**src/hw/rtl/sorted_priority_queue_defines.svh**
```systemverilog
// Assertion macros for the sorted priority queue RTL; spq_datapath includes them.
// Depends on nothing; files that assert take it by include.
`ifndef SORTED_PRIORITY_QUEUE_DEFINES_SVH
`define SORTED_PRIORITY_QUEUE_DEFINES_SVH

// Same-cycle implication, sampled on clk and disabled in reset.
`define SPQ_ASSERT_NOW(label, ante, cons) \
    label: assert property (@(posedge clk) disable iff (!rst_n) (ante) |-> (cons)) \
        else $error("sorted priority queue: same-cycle check failed");

// Next-cycle implication, sampled on clk and disabled in reset.
`define SPQ_ASSERT_NEXT(label, ante, cons) \
    label: assert property (@(posedge clk) disable iff (!rst_n) (ante) |=> (cons)) \
        else $error("sorted priority queue: next-cycle check failed");

`endif

```
**src/hw/rtl/spq_pkg.sv**
```systemverilog
// Shared types and constants of the sorted priority queue.
// Depends on nothing; used by every module of the block but spq_ram.
package spq_pkg;

    localparam int SPQ_DEPTH     = 16;
    localparam int SPQ_TAG_BITS  = 8;
    localparam int SPQ_PRIO_BITS = 8;

    typedef enum logic [1:0] {
        ACT_PUSH = 2'd0,
        ACT_POP  = 2'd1,
        ACT_PEEK = 2'd2
    } action_t;

    typedef enum logic [1:0] {
        ST_OK    = 2'd0,
        ST_FULL  = 2'd1,
        ST_EMPTY = 2'd2
    } status_t;

    typedef enum logic [1:0] {
        RD_HEAD,
        RD_TAIL,
        RD_POS
    } rd_src_t;

    typedef enum logic {
        WR_SHIFT,
        WR_NEW
    } wr_src_t;

    typedef enum logic [2:0] {
        S_IDLE,
        S_PUSH_RD,
        S_PUSH_CMP,
        S_PUSH_INS,
        S_FRONT,
        S_DONE
    } state_t;

    typedef struct packed {
        logic    load_in;
        rd_src_t rd_src;
        logic    wr_en;
        wr_src_t wr_src;
        logic    pos_dec;
        logic    count_inc;
        logic    pop_commit;
        logic    front_load;
        logic    out_load;
    } spq_cmd_t;

    typedef struct packed {
        logic count_zero;
        logic count_full;
        logic goes_first;
        logic pos_one;
        logic act_pop;
        logic out_free;
    } spq_stat_t;

endpackage

```
**src/hw/rtl/spq_ram.sv**
```systemverilog
// Generic single-write, single-read RAM with a registered read port.
// Depends on nothing.
module spq_ram #(
    parameter int WIDTH = 8,
    parameter int DEPTH = 16
) (
    input  logic                     clk,
    input  logic                     wr_en,
    input  logic [$clog2(DEPTH)-1:0] wr_addr,
    input  logic [WIDTH-1:0]         wr_data,
    input  logic [$clog2(DEPTH)-1:0] rd_addr,
    output logic [WIDTH-1:0]         rd_data
);

    logic [WIDTH-1:0] mem_reg [DEPTH];
    logic [WIDTH-1:0] rd_data_reg;

    always_ff @(posedge clk)
    begin
        if (wr_en)
        begin
            mem_reg[wr_addr] <= wr_data;
        end
        rd_data_reg <= mem_reg[rd_addr];
    end

    assign rd_data = rd_data_reg;

endmodule

```
**src/hw/rtl/spq_ctrl.sv**
```systemverilog
// Controller state machine of the sorted priority queue.
// Depends on spq_pkg; drives the datapath by command and reads its status.
module spq_ctrl (
    input  logic              clk,
    input  logic              rst_n,
    input  logic              in_valid,
    output logic              in_ready,
    input  logic [1:0]        action,
    input  spq_pkg::spq_stat_t stat,
    output spq_pkg::spq_cmd_t  cmd
);
    import spq_pkg::*;

    state_t state_reg;
    state_t state_next;
    logic   accept;

    assign in_ready = (state_reg == S_IDLE);
    assign accept   = in_valid && in_ready;

    always_ff @(posedge clk or negedge rst_n)
    begin
        if (!rst_n)
        begin
            state_reg <= S_IDLE;
        end
        else
        begin
            state_reg <= state_next;
        end
    end

    // Next state.
    always_comb
    begin
        state_next = state_reg;
        case (state_reg)
            S_IDLE:
            begin
                if (accept)
                begin
                    if (action == ACT_PUSH)
                    begin
                        if (stat.count_full)
                        begin
                            state_next = S_DONE;
                        end
                        else if (stat.count_zero)
                        begin
                            state_next = S_PUSH_INS;
                        end
                        else
                        begin
                            state_next = S_PUSH_CMP;
                        end
                    end
                    else if ((action == ACT_POP || action == ACT_PEEK) && !stat.count_zero)
                    begin
                        state_next = S_FRONT;
                    end
                    else
                    begin
                        state_next = S_DONE;
                    end
                end
            end
            S_PUSH_RD:
            begin
                state_next = S_PUSH_CMP;
            end
            S_PUSH_CMP:
            begin
                if (stat.goes_first)
                begin
                    state_next = stat.pos_one ? S_PUSH_INS : S_PUSH_RD;
                end
                else
                begin
                    state_next = S_DONE;
                end
            end
            S_PUSH_INS:
            begin
                state_next = S_DONE;
            end
            S_FRONT:
            begin
                state_next = S_DONE;
            end
            S_DONE:
            begin
                if (stat.out_free)
                begin
                    state_next = S_IDLE;
                end
            end
            default:
            begin
                state_next = S_IDLE;
            end
        endcase
    end

    // Commands.
    always_comb
    begin
        cmd            = '0;
        cmd.rd_src     = RD_HEAD;
        cmd.wr_src     = WR_NEW;
        case (state_reg)
            S_IDLE:
            begin
                cmd.load_in = accept;
                cmd.rd_src  = (action == ACT_PUSH) ? RD_TAIL : RD_HEAD;
            end
            S_PUSH_RD:
            begin
                cmd.rd_src = RD_POS;
            end
            S_PUSH_CMP:
            begin
                cmd.wr_en = 1'b1;
                if (stat.goes_first)
                begin
                    cmd.wr_src  = WR_SHIFT;
                    cmd.pos_dec = 1'b1;
                end
                else
                begin
                    cmd.wr_src    = WR_NEW;
                    cmd.count_inc = 1'b1;
                end
            end
            S_PUSH_INS:
            begin
                cmd.wr_en     = 1'b1;
                cmd.wr_src    = WR_NEW;
                cmd.count_inc = 1'b1;
            end
            S_FRONT:
            begin
                cmd.front_load = 1'b1;
                cmd.pop_commit = stat.act_pop;
            end
            S_DONE:
            begin
                cmd.out_load = stat.out_free;
            end
            default:
            begin
                cmd.rd_src = RD_HEAD;
            end
        endcase
    end

endmodule

```
**src/hw/rtl/spq_datapath.sv**
```systemverilog
// Datapath of the sorted priority queue: entry RAMs, pointers and result words.
// Depends on spq_pkg, spq_ram and sorted_priority_queue_defines.svh.
`include "sorted_priority_queue_defines.svh"
module spq_datapath #(
    parameter int DEPTH     = 16,
    parameter int TAG_BITS  = 8,
    parameter int PRIO_BITS = 8
) (
    input  logic                  clk,
    input  logic                  rst_n,
    input  logic [1:0]            action,
    input  logic [TAG_BITS-1:0]   entry_tag,
    input  logic [PRIO_BITS-1:0]  entry_priority,
    input  logic                  cfg_valid,
    input  logic                  cfg_data,
    output logic                  out_valid,
    input  logic                  out_ready,
    output logic [TAG_BITS-1:0]   front_tag,
    output logic [1:0]            status,
    input  spq_pkg::spq_cmd_t     cmd,
    output spq_pkg::spq_stat_t    stat
);
    import spq_pkg::*;

    localparam int AW = $clog2(DEPTH);
    localparam int CW = $clog2(DEPTH + 1);

    // Control state.
    logic [CW-1:0] count_reg, count_next;
    logic [AW-1:0] head_reg, head_next;
    logic          asc_reg, asc_next;
    logic          out_valid_reg, out_valid_next;

    // Payload state.
    logic [1:0]           action_reg, action_next;
    logic [TAG_BITS-1:0]  tag_reg, tag_next;
    logic [PRIO_BITS-1:0] prio_reg, prio_next;
    logic [AW-1:0]        pos_reg, pos_next;
    logic [TAG_BITS-1:0]  res_tag_reg, res_tag_next;
    status_t              res_status_reg, res_status_next;
    logic [TAG_BITS-1:0]  out_tag_reg, out_tag_next;
    status_t              out_status_reg, out_status_next;

    // RAM ports.
    logic [AW-1:0]        rd_addr;
    logic [AW-1:0]        wr_addr;
    logic [TAG_BITS-1:0]  wr_tag;
    logic [PRIO_BITS-1:0] wr_prio;
    logic [TAG_BITS-1:0]  rd_tag;
    logic [PRIO_BITS-1:0] rd_prio;

    logic [AW-1:0] tail_idx;
    logic [AW-1:0] pos_m1;

    // Logical place to physical address in the circular store.
    function automatic logic [AW-1:0] to_phys(input logic [AW-1:0] base,
                                              input logic [AW-1:0] idx);
        logic [AW:0] sum;
        begin
            sum = {1'b0, base} + {1'b0, idx};
            if (sum >= (AW+1)'(DEPTH))
            begin
                sum = sum - (AW+1)'(DEPTH);
            end
            to_phys = sum[AW-1:0];
        end
    endfunction

    assign tail_idx = AW'(count_reg - CW'(1));
    assign pos_m1   = pos_reg - AW'(1);

    always_comb
    begin
        case (cmd.rd_src)
            RD_HEAD: rd_addr = head_reg;
            RD_TAIL: rd_addr = to_phys(head_reg, tail_idx);
            RD_POS:  rd_addr = to_phys(head_reg, pos_m1);
            default: rd_addr = head_reg;
        endcase
    end

    assign wr_addr = to_phys(head_reg, pos_reg);
    assign wr_tag  = (cmd.wr_src == WR_NEW) ? tag_reg  : rd_tag;
    assign wr_prio = (cmd.wr_src == WR_NEW) ? prio_reg : rd_prio;

    spq_ram #(
        .WIDTH (TAG_BITS),
        .DEPTH (DEPTH)
    ) u_tag_ram (
        .clk     (clk),
        .wr_en   (cmd.wr_en),
        .wr_addr (wr_addr),
        .wr_data (wr_tag),
        .rd_addr (rd_addr),
        .rd_data (rd_tag)
    );

    spq_ram #(
        .WIDTH (PRIO_BITS),
        .DEPTH (DEPTH)
    ) u_prio_ram (
        .clk     (clk),
        .wr_en   (cmd.wr_en),
        .wr_addr (wr_addr),
        .wr_data (wr_prio),
        .rd_addr (rd_addr),
        .rd_data (rd_prio)
    );

    // Status towards the controller.
    always_comb
    begin
        stat.count_zero = (count_reg == '0);
        stat.count_full = (count_reg == CW'(DEPTH));
        stat.goes_first = asc_reg ? (prio_reg < rd_prio) : (prio_reg > rd_prio);
        stat.pos_one    = (pos_reg == AW'(1));
        stat.act_pop    = (action_reg == ACT_POP);
        stat.out_free   = !out_valid_reg || out_ready;
    end

    always_comb
    begin
        count_next      = count_reg;
        head_next       = head_reg;
        asc_next        = cfg_valid ? cfg_data : asc_reg;
        action_next     = action_reg;
        tag_next        = tag_reg;
        prio_next       = prio_reg;
        pos_next        = pos_reg;
        res_tag_next    = res_tag_reg;
        res_status_next = res_status_reg;
        out_tag_next    = out_tag_reg;
        out_status_next = out_status_reg;
        out_valid_next  = out_valid_reg && !out_ready;

        if (cmd.load_in)
        begin
            action_next  = action;
            tag_next     = entry_tag;
            prio_next    = entry_priority;
            pos_next     = AW'(count_reg);
            res_tag_next = '0;
            if (action == ACT_PUSH)
            begin
                res_status_next = stat.count_full ? ST_FULL : ST_OK;
            end
            else if (action == ACT_POP || action == ACT_PEEK)
            begin
                res_status_next = stat.count_zero ? ST_EMPTY : ST_OK;
            end
            else
            begin
                res_status_next = ST_OK;
            end
        end
        if (cmd.pos_dec)
        begin
            pos_next = pos_m1;
        end
        if (cmd.count_inc)
        begin
            count_next = count_reg + CW'(1);
        end
        if (cmd.front_load)
        begin
            res_tag_next = rd_tag;
        end
        if (cmd.pop_commit)
        begin
            head_next  = to_phys(head_reg, AW'(1));
            count_next = count_reg - CW'(1);
        end
        if (cmd.out_load)
        begin
            out_tag_next    = res_tag_reg;
            out_status_next = res_status_reg;
            out_valid_next  = 1'b1;
        end
    end

    always_ff @(posedge clk or negedge rst_n)
    begin
        if (!rst_n)
        begin
            count_reg     <= '0;
            head_reg      <= '0;
            asc_reg       <= 1'b1;
            out_valid_reg <= 1'b0;
        end
        else
        begin
            count_reg     <= count_next;
            head_reg      <= head_next;
            asc_reg       <= asc_next;
            out_valid_reg <= out_valid_next;
        end
    end

    always_ff @(posedge clk)
    begin
        action_reg     <= action_next;
        tag_reg        <= tag_next;
        prio_reg       <= prio_next;
        pos_reg        <= pos_next;
        res_tag_reg    <= res_tag_next;
        res_status_reg <= res_status_next;
        out_tag_reg    <= out_tag_next;
        out_status_reg <= out_status_next;
    end

    assign out_valid = out_valid_reg;
    assign front_tag = out_tag_reg;
    assign status    = out_status_reg;

    `SPQ_ASSERT_NOW(a_count_bound, 1'b1, count_reg <= CW'(DEPTH))
    `SPQ_ASSERT_NOW(a_no_insert_when_full, cmd.count_inc, !stat.count_full)
    `SPQ_ASSERT_NOW(a_no_pop_when_empty, cmd.pop_commit, !stat.count_zero)
    `SPQ_ASSERT_NOW(a_shift_not_front, cmd.wr_en && cmd.wr_src == WR_SHIFT, pos_reg != '0)
    `SPQ_ASSERT_NEXT(a_result_held, cmd.out_load, out_valid_reg)

endmodule

```
**src/hw/rtl/sorted_priority_queue.sv**
```systemverilog
// Top level of the sorted priority queue: controller plus datapath.
// Depends on spq_pkg, spq_ctrl, spq_datapath and spq_ram.
//
// Use of the block:
// The input channel (in_valid, in_ready) takes one word per command: action
// selects push, pop or peek, and entry_tag and entry_priority carry the entry
// to be pushed. The output channel (out_valid, out_ready) returns exactly one
// word per command: front_tag and status. The configuration channel
// (cfg_valid, cfg_ready, ascending_order) sets the service order and is always
// ready; it should be written only while the queue is idle.
// Entries are held in a circular sorted store in two RAMs, so a pop only moves
// the head pointer. A push walks from the rear towards the front, moving one
// entry back per step; each step is a RAM read followed by a compare and write.
// A pop or peek of a held entry passes through a RAM read at the head, a load
// of the front tag and the result state; a dropped push, an empty pop or peek
// or an unused code goes straight to the result state. A push ends when the
// compare finds its place, or with a final insert when it reaches the front
// or the queue was empty. in_ready rises in the same cycle as the result is
// offered, even while that result still waits in the output register; if the
// receiver stalls, the following result is held back until the output
// register is free. Reset empties the queue and selects ascending order; the
// RAM contents are left as they are, and need no clearing pass.
module sorted_priority_queue #(
    parameter int DEPTH     = spq_pkg::SPQ_DEPTH,
    parameter int TAG_BITS  = spq_pkg::SPQ_TAG_BITS,
    parameter int PRIO_BITS = spq_pkg::SPQ_PRIO_BITS
) (
    input  logic                 clk,
    input  logic                 rst_n,
    input  logic                 in_valid,
    output logic                 in_ready,
    input  logic [1:0]           action,
    input  logic [TAG_BITS-1:0]  entry_tag,
    input  logic [PRIO_BITS-1:0] entry_priority,
    output logic                 out_valid,
    input  logic                 out_ready,
    output logic [TAG_BITS-1:0]  front_tag,
    output logic [1:0]           status,
    input  logic                 cfg_valid,
    output logic                 cfg_ready,
    input  logic                 ascending_order
);
    import spq_pkg::*;

    // Commands from the controller and status back from the datapath.
    spq_cmd_t  cmd;
    spq_stat_t stat;

    // The order register is a single flop, so every write is taken at once.
    assign cfg_ready = 1'b1;

    spq_ctrl u_ctrl (
        .clk      (clk),
        .rst_n    (rst_n),
        .in_valid (in_valid),
        .in_ready (in_ready),
        .action   (action),
        .stat     (stat),
        .cmd      (cmd)
    );

    spq_datapath #(
        .DEPTH     (DEPTH),
        .TAG_BITS  (TAG_BITS),
        .PRIO_BITS (PRIO_BITS)
    ) u_datapath (
        .clk            (clk),
        .rst_n          (rst_n),
        .action         (action),
        .entry_tag      (entry_tag),
        .entry_priority (entry_priority),
        .cfg_valid      (cfg_valid && cfg_ready),
        .cfg_data       (ascending_order),
        .out_valid      (out_valid),
        .out_ready      (out_ready),
        .front_tag      (front_tag),
        .status         (status),
        .cmd            (cmd),
        .stat           (stat)
    );

endmodule

```
**config.mk**
```make
export PLATFORM = sky130hd
export DESIGN_NAME = sorted_priority_queue
export DESIGN_NICKNAME = d
export VERILOG_FILES = /design/src/hw/rtl/spq_pkg.sv /design/src/hw/rtl/spq_ram.sv /design/src/hw/rtl/spq_ctrl.sv /design/src/hw/rtl/spq_datapath.sv /design/src/hw/rtl/sorted_priority_queue.sv
export VERILOG_INCLUDE_DIRS = /design/src /design/src/hw/rtl
export SDC_FILE = /design/constraint.sdc
export NUM_CORES = 1
export LEC_CHECK = 0
export BUFFER_PORTS_ARGS = -buffer_cell sky130_fd_sc_hd__buf_2
export CAP_MARGIN = 20
export CORE_MARGIN = 3
export CORE_UTILIZATION = 33
export CTS_CLUSTER_DIAMETER = 120
export DETAILED_ROUTE_END_ITERATION = 8
export PLACE_DENSITY_LB_ADDON = 0.12
export REMOVE_ABC_BUFFERS = 1
export SYNTH_ARGS = -nofsm -noshare
export SYNTH_HDL_FRONTEND = slang
export SYNTH_SLANG_ARGS = --single-unit
```
**constraint.sdc**
```tcl
create_clock -name clk -period 4.6 [get_ports clk]
set_input_delay 0.23 -clock clk [delete_from_list [all_inputs] [get_ports clk]]
set_output_delay 0.23 -clock clk [all_outputs]
set_load 0.1 [all_outputs]
```
==> flow_metrics.tcl, run 1 <==
set metrics [dict create \
    outcome "finished, final reports clean" \
    cts-root-buf "clkbuf_16" \
    ctsHtreeMaxLevel 2 \
    drc 0 \
    cellPowerDensity_mw_per_mm2 732 \
    hold_viol 0 \
    cp.required_ns 5.00 \
    die_w_um 206 \
    cp_max_fo 44 \
    cts_tree "built" \
    die_y_um 206 \
    rows 72 \
    n_antenna_cell 0 \
    synth_top_cells_by_count "298 x edfxtp_1, 64 x mux4_2, 54 x mux2i_1" \
    finalCritPeriodShare_pct 79.7 \
    slew_headroom_pct 35.3 \
    grt_usage_pct 14.7 \
    place.gp.congestion 0.731 \
    setup-violations-final 0 \
    critPathKind "flop to flop" \
    max_freq_mhz 273 \
    synth_top_cell_area_share_pct 67.5 \
    preCtsSetupSlack_ns 0.888 \
    cp-start-kind "flop" \
    ys_seq_area_share_pct 72.5 \
    cts_sinks 328 \
    grt_use_met2_pct 24.7 \
    syn_avg_cell_area_um2 19.5 \
    p_leak_nw 5.29 \
    drt_iter0_markers 385 \
    dp_hpwl_um 17100 \
    synth_cell_types 55 \
    via_per_inst 4.87 \
    grt_pass1_vias 6814 \
    met3_usage_pct 2.96 \
    synthToLayoutAreaGrowth_pct 17.5 \
    cp.arrival_ns 4.07 \
    synth_area_leaders "edfxtp_1 67%, mux4_2 11%, mux2i_1 4.1%" \
    syn_area_mm2 0.0133 \
    maxSlewViolCount 0 \
    fin_util_pct 39.8 \
    die_area_mm2 0.0426 \
    synthArstFlopShare_pct 4.27 \
    yosys_warnings 0 \
    worst_pin_slew_ns 0.968 \
    holdWs_ns 0.0327 \
    drt_pass1_iterations 4 \
    grt_max_degree 45 \
    max-cap-violations 0 \
    synth-edff-count 298 \
    grt.busiest_layer "met2" \
    pin_count 37 \
    critPathCaptureType "flop" \
    num_vias 6365 \
    grt_pass1_wl_um 44800 \
    ys_ff_latch 328 \
    clock_path_buffers 3 \
    drive_above_1_share_pct 26.0 \
    drt-total-wl_um 30100 \
    ant_nets 0 \
    synth_most_common_cell "edfxtp_1" \
    initial_utilization_pct 33.8 \
    design.core.area_mm2 0.0392 \
    synthCells 680 \
    clkTransAtPathRegs_ns 0.05 \
    period_minus_slack_ns 3.67 \
    holdBufCountCts 22 \
    antenna_found_initial 0 \
    postCtsSetupRepairBufs 0 \
    hp-class "primary input to flop" \
    ys.flop_type "edfxtp_1" \
    post_drt_wl_per_cell_um 23.0 \
    rsz0062_at_grt "false" \
    portBuffers 35 \
    numCtsBuffers 38 \
    grtUsageMet1_pct 19.4 \
    clk_latency_ns 0.54 \
    peakVddDrop_v 0.000551 \
    final_net_count 808 \
    ctsResizeCount 0 \
    setup_ws_ns 0.932 \
    fin_skew_ns 0.0176 \
    overflow 0 \
    yosysTopAreaCell "edfxtp_1" \
]
==> kinds of logic after synthesis <==
logic type / count (synthesis) / synth area share, %
flops: 328 / 72.5
simple gates: 89 / 3.46
fa+ha+maj: 23 / 2.28
buf+inv: 48 / 1.87
xor+xnor: 16 / 1.25
compound gates: 36 / 1.79
other cells: 1 / 0.0283
mux: 139 / 16.8
==> report_power, final <==
part | internal, W | switching, W
Sequential | 0.00383 | 0.000208
Combinational | 0.00200 | 0.00250
Clock | 0.00174 | 0.00113
Total | 0.00756 | 0.00384
==> critical path, stage by stage (launching register included) <==
cell	delay [ns]
dfrtp_1	0.45
nor3_1	0.38
nand2_1	0.11
ha_1	0.29
mux2i_1	0.20
ha_1	0.20
inv_1	0.06
fa_1	0.49
mux2i_4	0.37
buf_12	0.34
mux4_2	0.35
mux2i_1	0.19
mux2i_1	0.09
==> cell type report <==
type	count	area [um2]
flip-flops and latches	328	9620
clock buffers	52	1030
clock inverters	15	159
repair buffers	67	508
multi-input cells	304	3540
fillers	3533	23600
inverters	22	82.6
well taps	518	648
==> path summary, 6_finish.rpt <==
| path | startpoint | to | slack [ns] | depth (start not counted) |
|---|---|---|---|---|
| min | in_valid | u_ctrl.state_reg[2]$_DFFE_PN0P_ | 0.03 | 3 |
| min in group asynchronous | rst_n | u_datapath.count_reg[2]$_DFFE_PN0P_ | 0.14 | 2 |
| max in group asynchronous | rst_n | u_datapath.asc_reg$_DFFE_PN1P_ | 4.17 | 2 |
| max | u_ctrl.state_reg[1]$_DFFE_PN0P_ | u_datapath.u_prio_ram.rd_data[1]$_DFF_P_ | 0.93 | 12 |
| min reg2reg | u_datapath.res_tag_reg[6]$_SDFFCE_PN0P_ | u_datapath.front_tag[6]$_DFFE_PP_ | 0.42 | 0 |
| max reg2reg | u_ctrl.state_reg[1]$_DFFE_PN0P_ | u_datapath.u_prio_ram.rd_data[1]$_DFF_P_ | 0.93 | 12 |
==> layout by cell type, fill, tap and decap left out, types with 3 or more instances in the layout <==
cell           netlist  layout
buf_2               11      35
dfxtp_1             16      16
nand2_1             23      23
nand4_1              3       3
buf_12               0       3
buf_4               11       7
nor2_1              24       8
nor3_1               3       3
a21oi_1             11      10
mux4_2              64      64
o211ai_1             4       4
nor2_4               0      14
inv_1               22      22
mux2i_1             54      53
or4_1                3       3
a21o_1               4       4
xor2_1               6       6
clkbuf_1             2      11
clkbuf_8             0       3
edfxtp_1           298     298
xnor2_1              8       8
clkinv_1             0       5
and2_1               9       9
mux2_2              18      18
bufinv_16            0       3
dlygate4sd3_1        0      22
nor3b_1              3       3
nor2b_1              5       5
clkbuf_16            0      38
clkinv_2             0       5
dfrtp_1             13      13
o21ai_0              4       4
ha_1                21      21
==> metal layers <==
| layer | wire [um] | part of all wire (%) |
|---|---|---|
| met5 | 0 | 0 |
| met4 | 689 | 2.3 |
| met3 | 1490 | 4.9 |
| met2 | 14800 | 49 |
| met1 | 13100 | 44 |
==> through the flow <==
| step | cells | setup TNS [ns] | total power (W) | area (um2) |
|---|---|---|---|---|
| 2_1_floorplan | 654 | -89.90 | 0.00703 | 13100 |
| 3_3_place_gp | 1217 | 0 | 0.00861 | 14200 |
| 3_5_place_dp | 1217 | 0 | 0.00870 | 14200 |
| 4_1_cts | 1306 | 0 | 0.0116 | 15600 |
| 5_1_grt | 1306 | 0 | 0.0121 | 15600 |
| 6_report | 1306 | 0 | 0.0114 | 15600 |
No activity file was read; power rests on OpenSTA's default activity.
==> inputs of run 2 (changes only) <==
--- a/config.mk
+++ b/config.mk
@@ -6,6 +6,7 @@
 export SDC_FILE = /design/constraint.sdc
 export NUM_CORES = 1
 export LEC_CHECK = 0
+export ABC_AREA = 1
 export BUFFER_PORTS_ARGS = -buffer_cell sky130_fd_sc_hd__buf_2
 export CAP_MARGIN = 20
 export CORE_MARGIN = 3
==> constraint.sdc (replaced) <==
create_clock -name clk -period 3.7 [get_ports clk]
set_input_delay 0.185 -clock clk [delete_from_list [all_inputs] [get_ports clk]]
set_output_delay 0.185 -clock clk [all_outputs]
set_load 0.1 [all_outputs]
==> flow_metrics.tcl, run 2 <==
set metrics [dict create \
    crit_family "simple AND/OR/NAND/NOR gates" \
    grt_pass1_wl_um 58200 \
    slowest_delay_ns 0.53 \
    post_drt_wl_per_cell_um 18.0 \
    synthArstFlopShare_pct 4.27 \
    worst_pin_slew_ns 0.833 \
    synth_cell_types 39 \
    synth_top_cells_by_count "452 x nand2_1, 298 x edfxtp_1, 152 x inv_1" \
    p_leak_nw 7.05 \
    cts_sinks 328 \
    via_per_inst 4.59 \
    crit_path_top_delay_cell "fa_1" \
    antenna_found_initial 0 \
    ctsHtreeMaxLevel 2 \
    hp-class "primary input to async pin" \
    n_antenna_cell 0 \
    cp.required_ns 4.19 \
    design.core.area_mm2 0.0425 \
    die_w_um 215 \
    hold_viol 0 \
    grt_pass1_vias 9563 \
    overflow 0 \
    num_vias 9597 \
    preCtsSetupSlack_ns 0.217 \
    holdWs_ns 0.0821 \
    clk_latency_ns 0.55 \
    clock_path_buffers 3 \
    yosysTopAreaCell "edfxtp_1" \
    place.gp.congestion 0.768 \
    critPathCaptureType "flop" \
    synth_top_cell_area_share_pct 62.2 \
    final_cell_mix "451 x nand2_1, 298 x edfxtp_1, 152 x inv_1, 112 x o21ai_0, 105 x nor2_1" \
    rows 75 \
    slew_headroom_pct 43.9 \
    ys.flop_type "edfxtp_1" \
    ant_nets 0 \
    final_net_count 1531 \
    layout_commonest_cell "nand2_1" \
    timing.rr.end "u_datapath.u_tag_ram.rd_data[6]$_DFF_P_" \
    drc 0 \
    yosys_warnings 0 \
    synth_area_leaders "edfxtp_1 62%, nand2_1 12%, inv_1 4.0%" \
    cp-start-kind "flop" \
    timing.reg2reg.setup_slack_ns 0.27 \
    setup_ws_ns 0.273 \
    stdcell_count 2091 \
    cp.arrival_ns 3.91 \
    ys_ff_latch 328 \
    ys_seq_area_share_pct 66.9 \
    setup-violations-final 0 \
    cp_cell_sequence "inv_1 > nand2_1 > nor2_1 > ha_2 > inv_1 > or2_2 > o21ai_0 > inv_1 > fa_1 > o21ai_4 > buf_12 > buf_4 > nand3_1 > nand2_1 > inv_1 > o21ai_0 > nand3_1 > nand2_1" \
    finalCritPeriodShare_pct 92.6 \
    cts-root-buf "clkbuf_16" \
    rsz0062_at_grt "false" \
    drt-total-wl_um 37700 \
    drive_above_1_share_pct 12.7 \
    die_y_um 215 \
    cellPowerDensity_mw_per_mm2 983 \
    dp_hpwl_um 22900 \
    synth-edff-count 298 \
    grt_max_degree 56 \
    drt_iter0_markers 699 \
    total_power_w 0.0168 \
    synth_most_common_cell "nand2_1" \
    fin_skew_ns 0.0120 \
    synthToLayoutAreaGrowth_pct 18.7 \
    maxSlewViolCount 0 \
    dp_cells 1996 \
    drt_pass1_iterations 5 \
    numCtsBuffers 38 \
    reg2reg_from "u_ctrl.state_reg[1]$_DFFE_PN0P_" \
    pin_count 37 \
    critPathKind "flop to flop" \
    syn_area_mm2 0.0144 \
    grt_usage_pct 16.5 \
    syn_avg_cell_area_um2 10.5 \
    synthCells 1376 \
    cp_num_buf_inv 6 \
    clkTransAtPathRegs_ns 0.06 \
    reg2reg_depth 18 \
    die_area_mm2 0.0461 \
    period_minus_slack_ns 3.43 \
    initial_utilization_pct 33.8 \
    cts_tree "built" \
    max-cap-violations 0 \
    portBuffers 35 \
    max_freq_mhz 292 \
    outcome "finished, final reports clean" \
    cp_common_cell "inv_1" \
    peakVddDrop_v 0.000498 \
    cp_max_fo 20 \
]
## run 2: cell count changes in the layout (fill, tap and decap cells not counted), sizes merged, moves of 5 or more
| cell | before | now |
|---|---|---|
| and2 | 9 | 0 |
| buf | 45 | 103 |
| inv | 22 | 156 |
| mux2 | 20 | 1 |
| mux2i | 55 | 0 |
| mux4 | 64 | 0 |
| nand2 | 23 | 456 |
| nand3 | 2 | 68 |
| nor2 | 24 | 124 |
| nor2b | 5 | 0 |
| o21ai | 4 | 129 |
## run 2: cell families (layout without fill, tap and decap cells)
logic type | count (synthesis) | in the layout | synth area share (%)
compound gates | 140 | 140 | 4.95
xor+xnor | 13 | 13 | 0.792
fa+ha+maj | 23 | 23 | 2.11
buf+inv | 212 | 350 | 6.85
flops | 328 | 328 | 66.9
mux | 1 | 1 | 0.0783
other cells | 1 | 1 | 0.0261
simple gates | 658 | 658 | 18.3
## run 2: worst max-delay path by stage
stage / startpoint / slack (ns) / cells past startpoint / end
2_1_floorplan: u_ctrl.state_reg[0]$_DFFE_PN0P_ / -3.48 / 19 / u_datapath.u_prio_ram.rd_data[0]$_DFF_P_
3_3_place_gp: u_ctrl.state_reg[1]$_DFFE_PN0P_ / 0.28 / 18 / u_datapath.u_tag_ram.rd_data[1]$_DFF_P_
3_5_place_dp: u_ctrl.state_reg[1]$_DFFE_PN0P_ / 0.22 / 18 / u_datapath.u_tag_ram.rd_data[1]$_DFF_P_
4_1_cts: u_ctrl.state_reg[1]$_DFFE_PN0P_ / 0.17 / 18 / u_datapath.u_tag_ram.rd_data[1]$_DFF_P_
5_1_grt: u_ctrl.state_reg[0]$_DFFE_PN0P_ / 0.04 / 19 / u_datapath.u_tag_ram.rd_data[6]$_DFF_P_
6_report: u_ctrl.state_reg[1]$_DFFE_PN0P_ / 0.27 / 18 / u_datapath.u_tag_ram.rd_data[6]$_DFF_P_
## run 2: area by class of cell
cell class	instances	area (um2)
fill	4149	25400
sequential	328	9620
multi-input combinational	836	3850
clock buffer	53	1060
timing repair buffer	126	1030
tap	577	722
inverter	154	581
clock inverter	17	199
## run 2: worst register-to-register path, stage by stage (launching register included)
cell and delay [ns]:
dfrtp_1 0.38, inv_1 0.10, nand2_1 0.08, nor2_1 0.11, ha_2 0.24, inv_1 0.10
or2_2 0.27, o21ai_0 0.13, inv_1 0.12, fa_1 0.53, o21ai_4 0.26, buf_12 0.23
buf_4 0.23, nand3_1 0.10, nand2_1 0.07, inv_1 0.03, o21ai_0 0.18, nand3_1 0.12
nand2_1 0.09
## run 2: stage by stage
stage / instance area [um2] / util, % / TNS [ns]
after floorplan: 14000 / - / -55.67
after detailed placement: 15500 / 36.6 / 0
after global placement: 15500 / 36.6 / 0
final: 17100 / 40.2 / 0
after CTS: 17000 / 40.0 / 0
after global routing: 17100 / 40.2 / 0
## run 2: timing repair
item,4_1_cts,5_1_grt
hold buffers,22,0
endpoints found under the setup margin,0,9
buffers inserted,0,1
endpoints found under the hold margin,34,0
gates resized for setup,0,5
## run 2: power by group
group          switching, W  internal [W]  total, W
Clock               0.00149       0.00228   0.00377
Combinational       0.00548       0.00254   0.00802
Sequential         0.000196       0.00479   0.00499
## run 2: per-layer routing
metal  routed length, um  global-route usage, %  up-vias
met3                1430                   2.47       56
met1               17900                   23.1     4635
li1                    -                      -     4735
met5                   0                      0        -
met4                 876                   4.95        0
met2               17500                   26.6      171
==> inputs of run 3 (changes only) <==
==> constraint.sdc (replaced) <==
create_clock -name clk -period 4.2 [get_ports clk]
set_input_delay 0.21 -clock clk [delete_from_list [all_inputs] [get_ports clk]]
set_output_delay 0.21 -clock clk [all_outputs]
set_load 0.1 [all_outputs]
==> flow_metrics.tcl, run 3 (synthesis gave the netlist of run 2 again) <==
set metrics [dict create \
    cts-root-buf "clkbuf_16" \
    via_per_inst 4.59 \
    dp_hpwl_um 22600 \
    cp.arrival_ns 4.26 \
    n_antenna_cell 0 \
    wl_met3_um 1210 \
    pin_count 37 \
    top_layer "met4" \
    drive_above_1_share_pct 12.2 \
    crit_start "u_ctrl.state_reg[0]$_DFFE_PN0P_" \
    post_drt_wl_per_cell_um 17.7 \
    cp_cell_sequence "nor2_1 > inv_1 > nor2_1 > nand2_1 > ha_1 > o21ai_0 > ha_1 > inv_1 > fa_1 > o21ai_4 > inv_2 > buf_12 > nand3_1 > nand2_1 > inv_1 > o21ai_0 > nand3_1 > nand2_1" \
    max-cap-violations 0 \
    peakVddDrop_v 0.000617 \
    finalCritPeriodShare_pct 90.1 \
    cp_max_fo 24 \
    grt_pass1_wl_um 57000 \
    dp_cells 1982 \
    final_cell_mix "451 x nand2_1, 298 x edfxtp_1, 152 x inv_1, 113 x o21ai_0, 105 x nor2_1" \
    initial_utilization_pct 33.8 \
    ant_nets 0 \
    rsz0062_at_grt "false" \
    critPathCaptureType "flop" \
    synthToLayoutAreaGrowth_pct 17.7 \
    slew_headroom_pct 31.7 \
    layout_commonest_cell "nand2_1" \
    p_leak_nw 6.96 \
    slowest_delay_ns 0.56 \
    worst_pin_slew_ns 1.02 \
    seq_area_mm2 0.00962 \
    reg2reg_from "u_ctrl.state_reg[0]$_DFFE_PN0P_" \
    grt_max_degree 65 \
    postCtsSetupRepairBufs 0 \
    hp-class "primary input to async pin" \
    cp.required_ns 4.68 \
    die_y_um 215 \
    rows 75 \
    crit_family "adder cells" \
    post-route-cell-area_mm2 0.0169 \
    cp-start-kind "flop" \
    hold_viol 0 \
    n_fill_cell 4166 \
    die_w_um 215 \
    portBuffers 35 \
    route.met2.wl_um 17100 \
    outcome "finished, final reports clean" \
    final_net_count 1517 \
    place.gp.congestion 0.780 \
    drt_iter0_markers 683 \
    setup-violations-final 0 \
    cellPowerDensity_mw_per_mm2 853 \
    drc 0 \
    max_freq_mhz 264 \
    design.core.area_mm2 0.0425 \
    cp_num_buf_inv 5 \
    wl_met1_um 17600 \
    crit_path_top_delay_cell "fa_1" \
    stdcell_count 2077 \
    die_area_mm2 0.0461 \
    overflow 0 \
    clkTransAtPathRegs_ns 0.06 \
    numCtsBuffers 39 \
    place_area_mm2 0.0154 \
    fin_skew_ns 0.0327 \
    grt_usage_pct 16.0 \
    cts_sinks 328 \
    maxSlewViolCount 0 \
    drt-total-wl_um 36700 \
    antenna_found_initial 0 \
    critPathKind "flop to flop" \
    drt_pass1_iterations 4 \
    num_vias 9526 \
    clk_latency_ns 0.54 \
    holdWs_ns 0.137 \
    cts_tree "built" \
    multi_input_area_mm2 0.00385 \
    ctsHtreeMaxLevel 2 \
    clock_path_buffers 3 \
    period_minus_slack_ns 3.78 \
    grt_pass1_vias 9529 \
]
## run 3: power breakdown
group / leakage, nW / switching [W] / total, W / internal, W
sequential: 3.01 / 0.000188 / 0.00441 / 0.00422
combinational: 3.33 / 0.00467 / 0.00670 / 0.00204
clock: 0.625 / 0.00132 / 0.00332 / 0.00200
total: 6.96 / 0.00617 / 0.0144 / 0.00826
## run 3: repair_timing
| item | CTS | global route |
|---|---|---|
| gates resized for setup | 0 | 0 |
| hold buffers | 22 | 0 |
| hold endpoints to repair | 34 | 0 |
## run 3: metal layers
metal,vias to the layer above,GRT usage (%)
met3,49,2.42
met4,0,4.55
met5,-,0
met2,161,26.1
li1,4720,-
met1,4596,22.4
## run 3: stage by stage
step                TNS (ns)  total power [W]  util [%]  setup slack, ns
floorplan             -47.67          0.00883         -            -2.98
global placement           0           0.0112      36.2            0.559
detailed placement         0           0.0113      36.3            0.426
CTS                        0           0.0147      39.8            0.405
global route               0           0.0157      39.8          0.00724
finish                     0           0.0144      39.8            0.416
## run 3: area by class of cell
cell class	count	share of cell area (%)
repair buffers	111	5.16
flip-flops and latches	328	56.8
multi-input cells	836	22.8
clock buffers	57	6.71
well taps	577	4.27
inverters	154	3.42
clock inverters	14	0.843
## run 3: path summary, 6_finish.rpt
path,endpoint,slack [ns],depth (start not counted)
min in group clk,u_ctrl.state_reg[2]$_DFFE_PN0P_,0.15,5
max in group asynchronous,u_datapath.asc_reg$_DFFE_PN1P_,3.75,2
worst max register to register,u_datapath.u_tag_ram.rd_data[1]$_DFF_P_,0.42,18
worst max-delay path,u_datapath.u_tag_ram.rd_data[1]$_DFF_P_,0.42,18
worst min register to register,u_datapath.front_tag[0]$_DFFE_PP_,0.41,0
worst min-delay path,u_datapath.count_reg[3]$_DFFE_PN0P_,0.14,2
